==> src/rtl/plwq_pkg.sv <==
`timescale 1ns / 1ps
`default_nettype none
// ----------------------------------------------------------------------------
// plwq_pkg: shared types and codes of the priority lock waiter queue
// Transfer payloads, action and status codes, and the controller states.
// ----------------------------------------------------------------------------
package plwq_pkg;

  localparam int QUEUE_DEPTH_DEF = 64;
  localparam int ID_BITS_DEF     = 16;

  localparam logic [1:0] ACT_ENQUEUE = 2'd0;
  localparam logic [1:0] ACT_ACQUIRE = 2'd1;
  localparam logic [1:0] ACT_RELEASE = 2'd2;
  localparam logic [1:0] ACT_NOP     = 2'd3;

  localparam logic [1:0] STAT_OK           = 2'd0;
  localparam logic [1:0] STAT_QUEUE_FULL   = 2'd1;
  localparam logic [1:0] STAT_QUEUE_EMPTY  = 2'd2;
  localparam logic [1:0] STAT_RELEASE_FREE = 2'd3;

  typedef struct packed {
    logic [1:0]  action;
    logic [15:0] requester_id;
  } req_t;

  typedef struct packed {
    logic        granted;
    logic [1:0]  status;
    logic [15:0] head_id;
    logic [6:0]  waiter_count;
    logic        lock_busy;
  } rsp_t;

  typedef enum logic [2:0] {
    S_IDLE,
    S_SCAN_RD,
    S_SCAN_CMP,
    S_PLACE_HEAD,
    S_HEAD_LD,
    S_DONE
  } state_t;

endpackage

`default_nettype wire

==> src/rtl/priority_lock_waiter_queue_top.sv <==
`timescale 1ns / 1ps
`default_nettype none
// ----------------------------------------------------------------------------
// priority_lock_waiter_queue_top: lock with a sorted waiter queue
// Release, no-op and refused requests go straight to the done state; a grant
// first loads the new head, unless it takes the last waiter. An enqueue writes
// an empty queue at once, else reads and compares entries from the tail down and
// writes the head if the id lands there. One item at a time, next taken once
// the result is queued. Reset clears lock, count, head pointer, not id memory.
// ----------------------------------------------------------------------------
module priority_lock_waiter_queue_top #(
  parameter int QUEUE_DEPTH = plwq_pkg::QUEUE_DEPTH_DEF,
  parameter int ID_BITS     = plwq_pkg::ID_BITS_DEF
) (
  input  wire logic           clk,
  input  wire logic           rst,
  input  wire logic           req_valid,
  output logic                req_stall,
  input  wire plwq_pkg::req_t req,
  output logic                rsp_valid,
  input  wire logic           rsp_stall,
  output plwq_pkg::rsp_t      rsp
);

  localparam int PTR_W = (QUEUE_DEPTH > 1) ? $clog2(QUEUE_DEPTH) : 1;
  localparam int CNT_W = $clog2(QUEUE_DEPTH + 1);
  localparam logic [PTR_W:0] DEPTH_P = (PTR_W + 1)'(QUEUE_DEPTH);
  localparam logic [CNT_W-1:0] DEPTH_C = CNT_W'(QUEUE_DEPTH);

  function automatic logic [PTR_W-1:0] phys(input logic [PTR_W-1:0] base,
                                            input logic [PTR_W:0]   off);
    logic [PTR_W:0] sum;
    sum = {1'b0, base} + off;
    if (sum >= DEPTH_P) begin
      sum = sum - DEPTH_P;
    end
    return sum[PTR_W-1:0];
  endfunction

  logic [ID_BITS-1:0] waiter_ids [QUEUE_DEPTH];

  plwq_pkg::state_t state, state_next;

  logic [CNT_W-1:0]   count, count_next;
  logic [PTR_W-1:0]   head_ptr, head_ptr_next;
  logic [ID_BITS-1:0] head_reg, head_reg_next;
  logic [ID_BITS-1:0] id_r, id_r_next;
  logic [PTR_W-1:0]   k, k_next;
  logic               lock, lock_next;
  logic               grant_r, grant_r_next;
  logic [1:0]         status_r, status_r_next;
  logic               rsp_valid_next;
  plwq_pkg::rsp_t     rsp_next;

  logic [PTR_W-1:0]   rd_addr;
  logic [ID_BITS-1:0] rd_data;
  logic               wr_en;
  logic [PTR_W-1:0]   wr_addr;
  logic [ID_BITS-1:0] wr_data;

  logic               accept;
  logic [ID_BITS-1:0] req_id;
  logic               shift_up;

  assign req_stall = (state != plwq_pkg::S_IDLE);
  assign accept    = req_valid && !req_stall;
  assign req_id    = ID_BITS'(req.requester_id);
  assign rd_addr   = (state == plwq_pkg::S_SCAN_RD) ? phys(head_ptr, {1'b0, k})
                                                    : phys(head_ptr, (PTR_W + 1)'(1));
  assign shift_up  = (k == '0) ? (rd_data < id_r) : (rd_data <= id_r);

  always_ff @(posedge clk) begin
    rd_data <= waiter_ids[rd_addr];
    if (wr_en) begin
      waiter_ids[wr_addr] <= wr_data;
    end
  end

  always_ff @(posedge clk) begin
    if (rst) begin
      state     <= plwq_pkg::S_IDLE;
      count     <= '0;
      head_ptr  <= '0;
      lock      <= 1'b0;
      rsp_valid <= 1'b0;
    end else begin
      state     <= state_next;
      count     <= count_next;
      head_ptr  <= head_ptr_next;
      lock      <= lock_next;
      rsp_valid <= rsp_valid_next;
    end
    head_reg <= head_reg_next;
    id_r     <= id_r_next;
    k        <= k_next;
    grant_r  <= grant_r_next;
    status_r <= status_r_next;
    rsp      <= rsp_next;
  end

  always_comb begin
    state_next     = state;
    count_next     = count;
    head_ptr_next  = head_ptr;
    head_reg_next  = head_reg;
    id_r_next      = id_r;
    k_next         = k;
    lock_next      = lock;
    grant_r_next   = grant_r;
    status_r_next  = status_r;
    rsp_next       = rsp;
    rsp_valid_next = rsp_valid && rsp_stall;
    wr_en          = 1'b0;
    wr_addr        = head_ptr;
    wr_data        = id_r;

    unique case (state)
      plwq_pkg::S_IDLE: begin
        if (accept) begin
          id_r_next     = req_id;
          grant_r_next  = 1'b0;
          status_r_next = plwq_pkg::STAT_OK;
          state_next    = plwq_pkg::S_DONE;
          unique case (req.action)
            plwq_pkg::ACT_ENQUEUE: begin
              if (count == DEPTH_C) begin
                status_r_next = plwq_pkg::STAT_QUEUE_FULL;
              end else if (count == '0) begin
                wr_en         = 1'b1;
                wr_addr       = head_ptr;
                wr_data       = req_id;
                head_reg_next = req_id;
                count_next    = count + 1'b1;
              end else begin
                k_next     = PTR_W'(count - 1'b1);
                state_next = plwq_pkg::S_SCAN_RD;
              end
            end
            plwq_pkg::ACT_ACQUIRE: begin
              if (count == '0) begin
                status_r_next = plwq_pkg::STAT_QUEUE_EMPTY;
              end else if (head_reg == req_id && !lock) begin
                lock_next     = 1'b1;
                grant_r_next  = 1'b1;
                count_next    = count - 1'b1;
                head_ptr_next = phys(head_ptr, (PTR_W + 1)'(1));
                if (count != CNT_W'(1)) begin
                  state_next = plwq_pkg::S_HEAD_LD;
                end
              end
            end
            plwq_pkg::ACT_RELEASE: begin
              if (!lock) begin
                status_r_next = plwq_pkg::STAT_RELEASE_FREE;
              end else begin
                lock_next = 1'b0;
              end
            end
            plwq_pkg::ACT_NOP: begin
            end
            default: begin
            end
          endcase
        end
      end
      plwq_pkg::S_SCAN_RD: begin
        state_next = plwq_pkg::S_SCAN_CMP;
      end
      plwq_pkg::S_SCAN_CMP: begin
        wr_en   = 1'b1;
        wr_addr = phys(head_ptr, {1'b0, k} + 1'b1);
        if (shift_up) begin
          wr_data = rd_data;
          if (k == '0) begin
            state_next = plwq_pkg::S_PLACE_HEAD;
          end else begin
            k_next     = k - 1'b1;
            state_next = plwq_pkg::S_SCAN_RD;
          end
        end else begin
          wr_data    = id_r;
          count_next = count + 1'b1;
          state_next = plwq_pkg::S_DONE;
        end
      end
      plwq_pkg::S_PLACE_HEAD: begin
        wr_en         = 1'b1;
        wr_addr       = head_ptr;
        wr_data       = id_r;
        head_reg_next = id_r;
        count_next    = count + 1'b1;
        state_next    = plwq_pkg::S_DONE;
      end
      plwq_pkg::S_HEAD_LD: begin
        head_reg_next = rd_data;
        state_next    = plwq_pkg::S_DONE;
      end
      plwq_pkg::S_DONE: begin
        if (!rsp_valid || !rsp_stall) begin
          rsp_next.granted      = grant_r;
          rsp_next.status       = status_r;
          rsp_next.head_id      = (count != '0) ? 16'(head_reg) : 16'd0;
          rsp_next.waiter_count = 7'(count);
          rsp_next.lock_busy    = lock;
          rsp_valid_next        = 1'b1;
          state_next            = plwq_pkg::S_IDLE;
        end
      end
      default: begin
        state_next = plwq_pkg::S_IDLE;
      end
    endcase
  end

  a_count_bound: assert property (@(posedge clk) disable iff (rst)
    count <= DEPTH_C)
    else $error("waiter count above queue depth");

  a_accept_leaves_idle: assert property (@(posedge clk) disable iff (rst)
    accept |=> state != plwq_pkg::S_IDLE)
    else $error("accepted transfer did not start work");

  a_grant_holds_lock: assert property (@(posedge clk) disable iff (rst)
    (state == plwq_pkg::S_DONE) && grant_r |-> lock)
    else $error("grant reported without lock held");

  a_write_states: assert property (@(posedge clk) disable iff (rst)
    wr_en |-> (state == plwq_pkg::S_IDLE) || (state == plwq_pkg::S_SCAN_CMP) ||
              (state == plwq_pkg::S_PLACE_HEAD))
    else $error("memory write outside insert path");

  a_scan_in_range: assert property (@(posedge clk) disable iff (rst)
    (state == plwq_pkg::S_SCAN_CMP) |-> (CNT_W'(k) < count) && (count < DEPTH_C))
    else $error("scan index outside queue");

endmodule

`default_nettype wire

==> config.mk <==
export PLATFORM = sky130hd
export DESIGN_NAME = priority_lock_waiter_queue_top
export DESIGN_NICKNAME = d
export VERILOG_FILES = /design/src/rtl/plwq_pkg.sv /design/src/rtl/priority_lock_waiter_queue_top.sv
export SDC_FILE = /design/constraint.sdc
export NUM_CORES = 2
export LEC_CHECK = 0
export ABC_CLOCK_PERIOD_IN_PS = 6000
export BUFFER_PORTS_ARGS = -buffer_cell sky130_fd_sc_hd__buf_2
export CORE_ASPECT_RATIO = 0.7
export CORE_MARGIN = 3
export CORE_UTILIZATION = 35
export CTS_BUF_LIST = sky130_fd_sc_hd__clkbuf_16
export DETAILED_ROUTE_END_ITERATION = 16
export GPL_TIMING_DRIVEN = 0
export PLACE_DENSITY_LB_ADDON = 0.05
export SYNTH_ARGS = -nofsm -noshare
export SYNTH_HDL_FRONTEND = slang
export SYNTH_SLANG_ARGS = --single-unit
==> constraint.sdc <==
create_clock -name clk -period 6 [get_ports clk]
set_input_delay 0.6 -clock clk [delete_from_list [all_inputs] [get_ports clk]]
set_output_delay 0.6 -clock clk [all_outputs]
set_load 0.03 [all_outputs]
==> impl_results.md <==
* Count leader, synth: edfxtp_1
* Logic pwr share at 0.192
* Die area at approximately 130000 sq um
* Slew headroom at -0.0484
* Total gr overflow at 0
* Post-CTS Hold Buffers at 0
* Drt total wl at roughly 150000 um
* Core ar. at approximately 130000 sq um
* Initial Utilization at 0.356
* Slew @ Worst Pin at between 1500 and 2000 ps
* Cell Int Power at ~14000 uW
* Syn_nets at 3179
* Synth top area share at 0.721
* Sw Pwr at about 5800 uW
* R2R setup slack at 530 ps
* WP data required at about 6600 ps
* Yosys cell types at 67
* Clock buffer depth at 3
* Clock Sinks at 1126
* I/O pin count at ~50
* Final Setup Violations at 0
* Final hold vios at 0
* Slew Viols, Final at 2
* Pre-Repair DR Iteration Count at 6
* Routed length per instance at 28.0 um
* Initial antenna violation count at 8
* CTS buffer count at 112
* DRC Markers at 0
* Status: finished, violations left
* Detail Route Antenna Nets at 0
* Failing checks: capacitance limit, slew limit
* Most common flop cell mapped by yosys: edfxtp_1
* Yosys reg bits at roughly 1100
* Dpl hpwl at between 100000 and 150000 um
* Yosys top cell by area: edfxtp_1
* Leak at 0.0179 uW
* Post-synth EDFFs at roughly 1100
* CTS tree: yes
* Post-synthesis sequential area ratio at 0.736
* FFs w/ async S/R, synth at 0
* Row count at roughly 110
* Dominant cells by area after synthesis: edfxtp_1 (72%), nand2_1 (6.1%), mux4_2 (4.9%)
* Crit-path max FO at 10
* Tcrit/Tclk final at 0.912
* Top reg by flops: waiter_ids
* Top cells by count, synth: edfxtp_1 (1092), nand2_1 (734), nand3_1 (249)
* Die Height at about 300 um
* Fraction of layout cells with a size suffix above 1 at 0.168
* Clock power frac at 0.342
* Fmax at between 150 and 200 MHz
* Final #Nets at 3452
* CP Class: register to register
* GRT Total Usage at 0.216
* Vias at approximately 28000
* Drt via density at approximately 5.4
* Largest net degree at the start of global routing at 38
* DIE WIDTH at about 440 um
* Synthesized cell area at approximately 45000 sq um
* Pwr dens at 374 nW/um^2
* Max FFs per register at a little over 1000
* WP data arrival at between 6000 and 7000 ps
* Cts repair resizes at 0
* Skew-Pair Late Insertion Delay at roughly 740 ps
* RSZ-0062 raised after global routing: no
* Tot Pwr at between 20000 and 25000 uW
* PortBufs at 50
* Hold Path Class: input port to register
* Syn-to-layout area delta at 18.1%
* CTS Root Cell: clkbuf_16
* Worst R2R Start: k[3]
* Cell count after synthesis at roughly 3100
* Hold slack at ~140 ps
* Global-route wire length before repair at 207000 um
* Setup Buffers After CTS at 0
* Min Tclk post-route at ~5500 ps
* Biggest regs: waiter_ids: 1024 flops, rsp: 27 flops
* Max_cap viols at 1
* Clock skew at approximately 31 ps
* Switch share at 0.290
* 1st-iter DRT viols at around 3100
* Crit. Startpoint: k[3]
* Critical Path Source Type: register
* Yosys synthesis warning count at 0
* Routability cong. at approximately 0.89
* Critical Path Sink Type: register
* Syn Area/Cell at 14.5 sq um
* Vias in the first global route at roughly 28000
* Peak supply drop at around 0.22 mV
* Sequential power share at 0.466
* Min-delay src: req[14]
* CTS H-tree depth at 3
* Clock transition at path regs at 60 ps
## area by class of cell
cell class              count  area [sq um]
diodes                      5          12.5
plain buffers             183           788
clock buffers             115          2880
clock inverters            93           652
fillers                 11500         73900
inverters                  30           113
multi-input cells        1789         11500
flip-flops and latches   1126         33500
well taps                1720          2150
repair buffers            159          2110
## worst max-delay path: stages, from the launching register on
cell and delay (ps):
edfxtp_1 480, ha_1 310, clkbuf_1 300, nand2_1 80
o21ai_0 640, a211o_1 230, nand4_4 240, nand4_1 430
clkbuf_1 590, a21oi_1 200, nor4_1 1320, and4_1 500
## per-layer routing
metal  wire length (um)  vias to the layer above  global-route usage  share of wire
met4               2580                        2              0.0421          0.018
met3              10900                      171              0.0469          0.074
met5                 19                        -                   0        0.00013
met1              69400                    14600               0.330           0.47
met2              63400                      988               0.317           0.43
li1                   -                    12400                   -              -
## worst paths after layout
check	end	depth (start not counted)
worst max register to register	rd_data[7]	11
worst min-delay path	id_r[14]	1
worst max-delay path	rd_data[7]	11
worst min register to register	rsp[26]	0
## power by group through the flow
| stage | registers [uW] | clock network (uW) | logic [uW] |
|---|---|---|---|
| finish | 9350 | 6870 | 3840 |
| detailed placement | 9520 | 0 | 3840 |
| global placement | 9720 | 0 | 3350 |
| floorplan | 9550 | 0 | 1820 |
| CTS | 9350 | 7020 | 3850 |
| global route | 9360 | 7360 | 4120 |
## through the flow
step | cells | area, sq um | worst slack, ps | TNS, ps | util
floorplan | 3128 | 45400 | 337 | 0 | -
global placement | 4898 | 47900 | -7100 | -5755910 | 0.375
detailed placement | 5005 | 50100 | 732 | 0 | 0.393
CTS | 5213 | 53600 | 701 | 0 | 0.420
global route | 5215 | 53700 | 423 | 0 | 0.421
finish | 5220 | 53700 | 530 | 0 | 0.421
## kinds of logic after synthesis
logic type | Yosys count | synth area share
muxes | 111 | 0.0516
and+or+nand+nor | 1255 | 0.122
AOI/OAI and AO/OA | 356 | 0.0549
adders and majority gates | 29 | 0.00831
DFF | 1126 | 0.736
buffers and inverters | 213 | 0.0198
xor gates and xnor gates | 38 | 0.00732
## placed cells by master (no fill, tap or decap), drive strengths merged, types with 14 or more instances in the layout
| cell | netlist | layout |
|---|---|---|
| a21oi | 98 | 98 |
| a221oi | 17 | 17 |
| a22oi | 95 | 95 |
| a311oi | 31 | 31 |
| a31oi | 35 | 35 |
| and2 | 21 | 21 |
| and3 | 54 | 54 |
| and4 | 14 | 14 |
| buf | 85 | 242 |
| clkbuf | 98 | 215 |
| clkinv | 0 | 44 |
| dfxtp | 34 | 34 |
| edfxtp | 1092 | 1092 |
| ha | 27 | 27 |
| inv | 30 | 66 |
| mux4 | 98 | 98 |
| nand2 | 734 | 734 |
| nand3 | 249 | 249 |
| nor2 | 105 | 105 |
| nor4 | 23 | 23 |
| o21ai | 17 | 17 |
| o31ai | 19 | 19 |
| xnor2 | 19 | 19 |
| xor2 | 19 | 19 |
Note: power is estimated with default switching activity, not from simulation.
